## src/rtl/mmq_pkg.sv

```systemverilog
package mmq_pkg;

    localparam logic [1:0] MODE_LEARN  = 2'd0;
    localparam logic [1:0] MODE_ENCODE = 2'd1;
    localparam logic [1:0] MODE_DECODE = 2'd2;

    localparam logic [15:0] STEPS    = 16'd65025;
    localparam logic [7:0]  LEVELS   = 8'd255;
    localparam logic [7:0]  CODE_MAX = 8'd254;
    localparam logic [7:0]  CODE_BAD = 8'd255;

    localparam logic [5:0] ENC_STEPS   = 6'd17;
    localparam logic [5:0] DEC_STEPS   = 6'd32;
    localparam logic [5:0] SPLIT_STEPS = 6'd8;

    typedef struct packed {
        logic        start;
        logic [5:0]  steps;
        logic [31:0] rem_init;
        logic [31:0] num_init;
        logic [31:0] divisor;
    } mmq_div_req_t;

    typedef struct packed {
        logic        busy;
        logic        done;
        logic [31:0] quotient;
        logic [31:0] remainder;
    } mmq_div_sts_t;

endpackage

```

## src/rtl/mmq_divider.sv

```systemverilog
module mmq_divider import mmq_pkg::*; (
    input  logic         aclk,
    input  logic         aresetn,
    input  mmq_div_req_t req,
    output mmq_div_sts_t sts
);

    logic        busy_reg, busy_next;
    logic        done_reg, done_next;
    logic [5:0]  cnt_reg, cnt_next;
    logic [31:0] rem_reg, rem_next;
    logic [31:0] num_reg, num_next;
    logic [31:0] quo_reg, quo_next;
    logic [31:0] div_reg, div_next;
    logic [32:0] trial;
    logic [32:0] diff;
    logic        fits;

    // one quotient bit per cycle, restoring
    assign trial = {rem_reg, num_reg[31]};
    assign diff  = trial - {1'b0, div_reg};
    assign fits  = trial >= {1'b0, div_reg};

    always_comb begin
        busy_next = busy_reg;
        done_next = 1'b0;
        cnt_next  = cnt_reg;
        rem_next  = rem_reg;
        num_next  = num_reg;
        quo_next  = quo_reg;
        div_next  = div_reg;
        if (req.start) begin
            busy_next = 1'b1;
            cnt_next  = req.steps;
            rem_next  = req.rem_init;
            num_next  = req.num_init;
            quo_next  = '0;
            div_next  = req.divisor;
        end else if (busy_reg) begin
            rem_next = fits ? diff[31:0] : trial[31:0];
            quo_next = {quo_reg[30:0], fits};
            num_next = {num_reg[30:0], 1'b0};
            cnt_next = cnt_reg - 6'd1;
            if (cnt_reg == 6'd1) begin
                busy_next = 1'b0;
                done_next = 1'b1;
            end
        end
    end

    always_ff @(posedge aclk) begin
        if (!aresetn) begin
            busy_reg <= 1'b0;
            done_reg <= 1'b0;
            cnt_reg  <= '0;
        end else begin
            busy_reg <= busy_next;
            done_reg <= done_next;
            cnt_reg  <= cnt_next;
        end
        rem_reg <= rem_next;
        num_reg <= num_next;
        quo_reg <= quo_next;
        div_reg <= div_next;
    end

    assign sts.busy      = busy_reg;
    assign sts.done      = done_reg;
    assign sts.quotient  = quo_reg;
    assign sts.remainder = rem_reg;

    ast_done_after_busy: assert property (@(posedge aclk) disable iff (!aresetn)
        done_reg |-> $past(busy_reg))
        else $error("divider done without a running division");

    ast_cnt_idle: assert property (@(posedge aclk) disable iff (!aresetn)
        (busy_reg && !req.start) |-> (cnt_reg != 6'd0))
        else $error("divider running with zero steps left");

    ast_rem_bound: assert property (@(posedge aclk) disable iff (!aresetn)
        done_reg |-> (rem_reg < div_reg))
        else $error("divider remainder not below divisor");

endmodule

```

## src/rtl/minmax_two_level_quantizer_core.sv

```systemverilog
// Min/max two-level quantizer for signed Q16.16 samples. Mode 0 learns the
// running minimum and maximum (first seeds both), mode 1 encodes a sample into
// a coarse and a fine code of 255 levels each over the learned range, mode 2
// decodes a code pair back to a value; mode 3, a coarse code of 255 on decode and an
// encode sample outside the learned range give error. One transaction is worked at a
// time. Learn, error and zero-range encode transactions pass from acceptance through
// ST_FINISH to the output register. Other encodes and decodes take ST_MUL, then a
// bit-serial divider that retires one quotient bit per cycle (17 bits for the scaled
// offset plus 8 bits for the coarse/fine split on encode, 32 bits on decode). s_ready
// is high only between transactions; a finished result waits in the output register.
module minmax_two_level_quantizer_core import mmq_pkg::*; (
    input  logic               aclk,
    input  logic               aresetn,
    input  logic               s_valid,
    output logic               s_ready,
    input  logic [1:0]         s_mode,
    input  logic               s_first,
    input  logic signed [31:0] s_sample,
    input  logic [7:0]         s_coarse_in,
    input  logic [7:0]         s_fine_in,
    output logic               m_valid,
    input  logic               m_ready,
    output logic [7:0]         m_coarse_code,
    output logic [7:0]         m_fine_code,
    output logic signed [31:0] m_value,
    output logic               m_error
);

    typedef enum logic [4:0] {
        ST_IDLE   = 5'b00001,
        ST_MUL    = 5'b00010,
        ST_DIV1   = 5'b00100,
        ST_DIV2   = 5'b01000,
        ST_FINISH = 5'b10000
    } state_t;

    state_t             state_reg, state_next;
    logic signed [31:0] lowest_reg, lowest_next;
    logic signed [31:0] highest_reg, highest_next;
    logic               enc_reg, enc_next;
    logic [31:0]        fa_reg, fa_next;
    logic [15:0]        fb_reg, fb_next;
    logic [7:0]         res_coarse_reg, res_coarse_next;
    logic [7:0]         res_fine_reg, res_fine_next;
    logic [31:0]        res_value_reg, res_value_next;
    logic               res_error_reg, res_error_next;
    logic               m_valid_reg, m_valid_next;
    logic [7:0]         m_coarse_reg, m_coarse_next;
    logic [7:0]         m_fine_reg, m_fine_next;
    logic [31:0]        m_value_reg, m_value_next;
    logic               m_error_reg, m_error_next;

    logic               accept;
    logic [31:0]        range;
    logic [31:0]        offset;
    logic [15:0]        pair;
    logic [47:0]        prod;
    logic [7:0]         quo8;
    mmq_div_req_t       div_req;
    mmq_div_sts_t       div_sts;

    assign accept = s_valid && s_ready;
    assign range  = 32'(highest_reg - lowest_reg);
    assign offset = 32'(s_sample - lowest_reg);
    assign pair   = ({s_coarse_in, 8'b0} - {8'b0, s_coarse_in}) + {8'b0, s_fine_in};
    assign prod   = {16'b0, fa_reg} * {32'b0, fb_reg};
    assign quo8   = div_sts.quotient[7:0];

    mmq_divider u_div (
        .aclk    (aclk),
        .aresetn (aresetn),
        .req     (div_req),
        .sts     (div_sts)
    );

    // divider launch: scaled offset or decode product, then coarse/fine split
    always_comb begin
        div_req = '0;
        if (state_reg == ST_MUL) begin
            div_req.start = 1'b1;
            if (enc_reg) begin
                div_req.steps    = ENC_STEPS;
                div_req.rem_init = {1'b0, prod[47:17]};
                div_req.num_init = {prod[16:0], 15'b0};
                div_req.divisor  = range;
            end else begin
                div_req.steps    = DEC_STEPS;
                div_req.rem_init = {16'b0, prod[47:32]};
                div_req.num_init = prod[31:0];
                div_req.divisor  = {16'b0, STEPS};
            end
        end else if (state_reg == ST_DIV1 && div_sts.done && enc_reg) begin
            div_req.start    = 1'b1;
            div_req.steps    = SPLIT_STEPS;
            div_req.rem_init = {23'b0, div_sts.quotient[16:8]};
            div_req.num_init = {div_sts.quotient[7:0], 24'b0};
            div_req.divisor  = {24'b0, LEVELS};
        end
    end

    always_comb begin
        state_next      = state_reg;
        lowest_next     = lowest_reg;
        highest_next    = highest_reg;
        enc_next        = enc_reg;
        fa_next         = fa_reg;
        fb_next         = fb_reg;
        res_coarse_next = res_coarse_reg;
        res_fine_next   = res_fine_reg;
        res_value_next  = res_value_reg;
        res_error_next  = res_error_reg;
        m_valid_next    = m_valid_reg && !m_ready;
        m_coarse_next   = m_coarse_reg;
        m_fine_next     = m_fine_reg;
        m_value_next    = m_value_reg;
        m_error_next    = m_error_reg;

        case (state_reg)
            ST_IDLE: begin
                if (accept) begin
                    res_coarse_next = '0;
                    res_fine_next   = '0;
                    res_value_next  = '0;
                    res_error_next  = 1'b0;
                    state_next      = ST_FINISH;
                    case (s_mode)
                        MODE_LEARN: begin
                            if (s_first) begin
                                lowest_next  = s_sample;
                                highest_next = s_sample;
                            end else begin
                                if (s_sample < lowest_reg) begin
                                    lowest_next = s_sample;
                                end
                                if (s_sample > highest_reg) begin
                                    highest_next = s_sample;
                                end
                            end
                        end
                        MODE_ENCODE: begin
                            if (s_sample < lowest_reg || s_sample > highest_reg) begin
                                res_error_next = 1'b1;
                            end else if (range != 32'd0) begin
                                enc_next   = 1'b1;
                                fa_next    = offset;
                                fb_next    = STEPS;
                                state_next = ST_MUL;
                            end
                        end
                        MODE_DECODE: begin
                            if (s_coarse_in == CODE_BAD) begin
                                res_error_next = 1'b1;
                            end else begin
                                enc_next   = 1'b0;
                                fa_next    = range;
                                fb_next    = pair;
                                state_next = ST_MUL;
                            end
                        end
                        default: begin
                            res_error_next = 1'b1;
                        end
                    endcase
                end
            end
            ST_MUL: begin
                state_next = ST_DIV1;
            end
            ST_DIV1: begin
                if (div_sts.done) begin
                    if (enc_reg) begin
                        state_next = ST_DIV2;
                    end else begin
                        res_value_next = 32'(lowest_reg) + div_sts.quotient;
                        state_next     = ST_FINISH;
                    end
                end
            end
            ST_DIV2: begin
                if (div_sts.done) begin
                    res_coarse_next = (quo8 == CODE_BAD) ? CODE_MAX : quo8;
                    res_fine_next   = div_sts.remainder[7:0];
                    state_next      = ST_FINISH;
                end
            end
            ST_FINISH: begin
                if (!m_valid_reg || m_ready) begin
                    m_valid_next  = 1'b1;
                    m_coarse_next = res_coarse_reg;
                    m_fine_next   = res_fine_reg;
                    m_value_next  = res_value_reg;
                    m_error_next  = res_error_reg;
                    state_next    = ST_IDLE;
                end
            end
            default: begin
                state_next = ST_IDLE;
            end
        endcase
    end

    always_ff @(posedge aclk) begin
        if (!aresetn) begin
            state_reg   <= ST_IDLE;
            lowest_reg  <= '0;
            highest_reg <= '0;
            m_valid_reg <= 1'b0;
        end else begin
            state_reg   <= state_next;
            lowest_reg  <= lowest_next;
            highest_reg <= highest_next;
            m_valid_reg <= m_valid_next;
        end
        enc_reg        <= enc_next;
        fa_reg         <= fa_next;
        fb_reg         <= fb_next;
        res_coarse_reg <= res_coarse_next;
        res_fine_reg   <= res_fine_next;
        res_value_reg  <= res_value_next;
        res_error_reg  <= res_error_next;
        m_coarse_reg   <= m_coarse_next;
        m_fine_reg     <= m_fine_next;
        m_value_reg    <= m_value_next;
        m_error_reg    <= m_error_next;
    end

    assign s_ready       = (state_reg == ST_IDLE);
    assign m_valid       = m_valid_reg;
    assign m_coarse_code = m_coarse_reg;
    assign m_fine_code   = m_fine_reg;
    assign m_value       = m_value_reg;
    assign m_error       = m_error_reg;

    ast_ready_div_idle: assert property (@(posedge aclk) disable iff (!aresetn)
        s_ready |-> !div_sts.busy)
        else $error("ready while the divider is running");

    ast_learn_finish: assert property (@(posedge aclk) disable iff (!aresetn)
        (accept && s_mode == MODE_LEARN) |=> (state_reg == ST_FINISH))
        else $error("learn transaction did not go straight to finish");

    ast_bounds_order: assert property (@(posedge aclk) disable iff (!aresetn)
        lowest_reg <= highest_reg)
        else $error("learned minimum above maximum");

    ast_error_clean: assert property (@(posedge aclk) disable iff (!aresetn)
        (m_valid && m_error) |->
            (m_coarse_code == 8'd0 && m_fine_code == 8'd0 && m_value == 32'sd0))
        else $error("error result carries nonzero fields");

    ast_coarse_range: assert property (@(posedge aclk) disable iff (!aresetn)
        m_valid |-> (m_coarse_code != CODE_BAD))
        else $error("coarse code out of range");

endmodule

```

## config.mk

```make
export PLATFORM = sky130hd
export DESIGN_NAME = minmax_two_level_quantizer_core
export DESIGN_NICKNAME = d
export VERILOG_FILES = /design/src/rtl/mmq_pkg.sv /design/src/rtl/mmq_divider.sv /design/src/rtl/minmax_two_level_quantizer_core.sv
export SDC_FILE = /design/constraint.sdc
export NUM_CORES = 2
export LEC_CHECK = 0
export BUFFER_PORTS_ARGS = -buffer_cell sky130_fd_sc_hd__buf_2
export CORE_MARGIN = 3
export CORE_UTILIZATION = 30
export DETAILED_ROUTE_END_ITERATION = 12
export PLACE_DENSITY = 0.45
export SYNTH_ARGS = -nofsm -noshare
export SYNTH_HDL_FRONTEND = slang
export SYNTH_SLANG_ARGS = --single-unit
export TNS_END_PERCENT = 20
```

## constraint.sdc

```tcl
create_clock -name aclk -period 6.5 [get_ports aclk]
set_input_delay 0.325 -clock aclk [delete_from_list [all_inputs] [get_ports aclk]]
set_output_delay 0.325 -clock aclk [all_outputs]
set_load 0.05 [all_outputs]
```

# Word-level counts from Yosys, hierarchy flattened
# Index checks and enable logic that the tools add are counted.
# W data, S select, Z words.
dict set report totals {
  word_cells 133
  ff_bits 353
  output_inout_bits 51
  inputBits 55
}
dict set report classes {
  order_cmp 3
  reduce_logical 25
  muxes 55
  add_sub_neg 7
  n_bitwise 2
  mul 1
  n_eq_ne 18
}
# cell count
set ops {}
lappend ops {{$mux W32} 15}
lappend ops {{$mux W103} 2}
lappend ops {{$pmux W32 S2} 2}
lappend ops {{$mux W102} 1}
lappend ops {{$sub A32 B32 Y32} 3}
lappend ops {{$mul A32 B16 Y48} 1}
lappend ops {{$mux W16} 3}
lappend ops {{$mux W5} 8}
lappend ops {{$ge A33 B32 Y1} 1}
lappend ops {{$add A32 B32 Y32} 1}
lappend ops {{$gt A32 B32 Y1} 1}
lappend ops {{$lt A32 B32 Y1} 1}
lappend ops {{$mux W8} 4}
lappend ops {{$pmux W16 S2} 1}
lappend ops {{$pmux W8 S2} 2}
lappend ops {{$reduce_bool A32 Y1} 1}
lappend ops {{$pmux W5 S5} 1}
lappend ops {{$add A16 B8 Y16} 1}
lappend ops {{$eq A8 B8 Y1 const B} 2}
lappend ops {{$reduce_and A4 Y1} 4}
lappend ops {{$sub A16 B8 Y16} 1}
lappend ops {{$mux W6} 2}
lappend ops {{$reduce_bool A2 Y1} 6}
lappend ops {{$mux W1} 11}
lappend ops {{other kinds (23)} 36}

# Logic depth before layout (Yosys ltp)
dict set report depth {
  depth_word 7
  depth_mapped 26
  ltp_nobuf 25
}

# By module
# Synthesis repeated with hierarchy kept, for this count alone.
dict set report hier_totals {
  cells_unflattened 4282
  area_unflattened_um2 38967.4
}
# mod cells_per_inst seq_area_each_um2 instances area_per_inst_um2
set by_module_without_submodules {}
lappend by_module_without_submodules {minmax_two_level_quantizer_core 3587 5815.6 1 31597.8}
lappend by_module_without_submodules {mmq_divider 695 3683.5 1 7369.6}

# Worst setup path after synthesis
# Ideal clock, no wire load.
dict set report synth_timing {
  path_kind {register to register}
  startpoint {register fa_reg[7]}
  endpoint {register u_div.rem_reg[12], data pin}
  synth_period_minus_slack_ns 6.631
  arrival_ns 6.362
  setup_time_ns 0.268
  path_stages_with_launch 26
  path_slack_ns -0.131
  n_path_buf 1
  required_ns 6.232
  cell_sequence {edfxtp_1 > clkbuf_1 > nand2_1 > fa_1 > inv_1 > fa_1 > inv_1 > fa_1 > inv_1 > fa_1 > fa_1 > inv_1 > fa_1 > inv_1 > ha_1 > a211oi_1 > o211ai_1 > a221oi_1 > a21oi_1 > or3_1 > a41o_1 > o41a_1 > xnor2_1 > nor2_1 > a21oi_1 > o21ai_0}
}
dict set report synth_via {
  elab_chain_len 4
}
# element line
set synth_rtl {}
lappend synth_rtl {{start, declared} minmax_two_level_quantizer_core.sv:41} ;# logic [31:0] fa_reg, fa_next;
lappend synth_rtl {{start signal, assigned} minmax_two_level_quantizer_core.sv:215} ;# fa_reg <= fa_next;
lappend synth_rtl {{$mul A32 B16 Y48} minmax_two_level_quantizer_core.sv:66} ;# assign prod = {16'b0, fa_reg} * {32'b0, fb_reg};
lappend synth_rtl {{$mux W102} minmax_two_level_quantizer_core.sv:81} ;# if (enc_reg) begin
lappend synth_rtl {{$mux W103} minmax_two_level_quantizer_core.sv:79} ;# if (state_reg == ST_MUL) begin
lappend synth_rtl {{$mux W32} mmq_divider.sv:32} ;# if (req.start) begin
lappend synth_rtl {{net u_div.rem_next[12]} mmq_divider.sv:11} ;# logic [31:0] rem_reg, rem_next;
lappend synth_rtl {{end signal, assigned} mmq_divider.sv:61} ;# rem_reg <= rem_next;
lappend synth_rtl {{end, declared} mmq_divider.sv:11}
# The timed path passes the listed nets, and every way through them passes these cells.
# A chain may end at the register's enable or synchronous reset.

# Final worst setup path
dict set report layout_timing {
  startpoint {register fa_reg[6]}
  endpoint {register u_div.rem_reg[15], data pin}
}
# Same word-level chain as after synthesis.

==> out/metrics.csv <==
metric,value,unit
final_cell_area,45100,sq um
grt_pass1_vias,30671,
hold_path_class,input pin to flop,
hpwl,96500,um
die_area,130000,sq um
grt_antenna_before_repair,15,
yosysSeqAreaShare,25.2,%
synth-seq-cells,353,
ant_nets,0,
dr.first_iter.drc_count,1718,
slowest_stage,fa_2,
outcome,"complete, but fails checks",
wirelength,120000,um
syn_area,37800,sq um
cts_tree,built,
root_buffer,clkbuf_16,
stdcell_count,6084,
finalMaxSlewViolations,0,
yosys_most_used_dff,edfxtp_1,
area_growth,19.5,%
synth_nets,4854,
setup_viol,21,
critPathMaxFanout,6,
vias,29628,
crit_arrival,7.03,ns
crit_top_cell,fa_1,
syn_area_per_cell,9.25,sq um
worstPathCellList,"buf_6, buf_6, and2_1, fa_1, fa_1, fa_2, fa_2, fa_1, fa_1, ha_2, a21o_1, o21bai_1, a31oi_1, o221ai_2, a31oi_4, o21a_1, or3b_4, nand4_1, a31o_2, xnor2_2, buf_4, o21bai_1",
grt_overflow_total,0,
finalHoldViolCount,0,
worst_setup_path_start_kind,flop,
tightest_slew,1.18,ns
hold_buffers,0,
maxCapViolations,0,
synth-warning-count,0,
synth_edf_count,243,
grt_start_max_net_pins,73,
path_clk_slew,0.06,ns
path_class,flop to flop,
layout-drive-gt1-share,15.9,%
slowest_delay,0.63,ns
drc,0,
yosys.cell_types.count,80,
relSlewSlack,21.3,%
cp.required,6.83,ns
routabilityCongestion,0.866,
core_area,124000,sq um
clock_sinks,353,
wl_per_cell,19.7,um
async_flop_share,0,%
cts_buffers,44,
netlist_instances,4084,
fmax,149,MHz
setup_slack,-0.201,ns
layout_min_cycle_time,6.70,ns
clock_path_buffers,3,
nets,5174,
die_w,361,um
rows,129,
violations,negative setup slack,
initial_utilization,30.4,%
critPathCaptureType,flop,
firstDrtPassIters,7,
clock_latency,0.60,ns
finClkSkew,0.0360,ns
track_usage,18.2,%
placed_cell_area,42400,sq um
io_pins,106,
dp_cells,5956,
grt_pass1_wl,185000,um
rsz0062_at_grt,yes,
die_h,361,um
fin_crit_sh,103,%
htree_levels,2,
viasPerCell,4.87,
io_buffers,105,
==> per-layer routing <==
| layer | vias up | share of wire [%] | global-route usage, % |
|---|---|---|---|
| met3 | 101 | 3.5 | 1.85 |
| li1 | 14188 | - | - |
| met4 | 4 | 1.8 | 3.37 |
| met2 | 482 | 48 | 31.7 |
| met5 | - | 0.021 | 0 |
| met1 | 14853 | 46 | 24.8 |
==> path summary, 6_finish.rpt <==
kind	from	to	slack, ns	cells after the start
hold reg to reg	res_value_reg[25]	m_value[25]	0.41	0
setup / recovery	fa_reg[6]	u_div.rem_reg[15]	-0.20	22
hold / removal	s_sample[14]	lowest_reg[14]	0.04	3
setup reg to reg	fa_reg[6]	u_div.rem_reg[15]	-0.20	22
==> repair_timing <==
item,4_1_cts,5_1_grt
buffers inserted,27,8
gates cloned,1,4
setup endpoints to repair,40,44
pin swaps,84,80
resized for setup,114,94
==> critical path: cells and delay by family (launching register included) <==
kind	cells	cell delay, ns
fa+ha+maj	7	3.38
compound gates	8	1.41
flops	1	0.53
simple gates	3	0.39
xor+xnor	1	0.23
buf+inv	3	0.47
==> Yosys cell counts (24+ instances only) <==
cell | number | area share [%]
nand2b_1 | 29 | 0.48
and3_1 | 24 | 0.40
a21o_1 | 68 | 1.4
nor3_1 | 45 | 0.60
nand4_1 | 33 | 0.55
mux2i_1 | 99 | 2.6
nor2_1 | 231 | 2.3
edfxtp_1 | 243 | 19
o21a_1 | 39 | 0.78
a211oi_1 | 26 | 0.52
a21oi_1 | 225 | 3.0
and2_1 | 247 | 4.1
ha_1 | 292 | 9.7
clkbuf_1 | 151 | 1.5
nand2_1 | 451 | 4.5
nor2b_1 | 86 | 1.4
nand3_1 | 45 | 0.60
a31oi_1 | 25 | 0.41
xor2_1 | 58 | 1.3
dfxtp_1 | 110 | 5.8
fa_1 | 423 | 22
inv_1 | 596 | 5.9
xnor2_1 | 99 | 2.3
o21ai_0 | 154 | 2.0
==> cell type report <==
cell class	instances	area (sq um)
clock buffers	53	1170
inverters	596	2240
flip-flops and latches	353	9500
diodes	7	17.5
repair buffers	444	3700
clock inverters	29	283
fillers	12817	79200
multi-input cells	2965	26200
well taps	1637	2050
==> per-stage QoR <==
step	setup TNS [ns]	hold slack, ns	util (%)	setup WS, ns
after floorplan	0	0.400	-	0.0223
after detailed placement	-8.46	0.405	34.1	-0.434
after CTS	-2.45	0.00713	35.9	-0.168
after global routing	-7.70	0.0276	36.3	-0.361
after global placement	-7.77	0.405	34.1	-0.432
final	-1.53	0.0448	36.3	-0.201
==> cells in the final DEF, fill, tap and decap left out, types with 33 or more instances in the layout <==
| cell type | Yosys | layout |
|---|---|---|
| a21o_1 | 68 | 68 |
| a21oi_1 | 225 | 207 |
| and2_1 | 247 | 234 |
| buf_12 | 0 | 33 |
| buf_2 | 11 | 105 |
| buf_4 | 0 | 271 |
| clkbuf_16 | 0 | 49 |
| dfxtp_1 | 110 | 109 |
| edfxtp_1 | 243 | 243 |
| fa_1 | 423 | 393 |
| ha_1 | 292 | 271 |
| inv_1 | 596 | 580 |
| mux2i_1 | 99 | 99 |
| nand2_1 | 451 | 446 |
| nand3_1 | 45 | 43 |
| nand4_1 | 33 | 33 |
| nor2_1 | 231 | 225 |
| nor2b_1 | 86 | 84 |
| nor3_1 | 45 | 41 |
| o21a_1 | 39 | 39 |
| o21ai_0 | 154 | 140 |
| xnor2_1 | 99 | 87 |
| xor2_1 | 58 | 56 |
==> cells by family after synthesis <==
family	share of synthesized area, %
AOI/OAI and AO/OA	12.3
xor gates and xnor gates	3.64
muxes	2.77
adders and majority gates	32.1
buffers and inverters	7.69
and+or+nand+nor	16.3
DFF	25.2
Power is left out: the tool's default activity adds up to more than one toggle a clock period on the data nets, which glitch-free logic cannot reach.
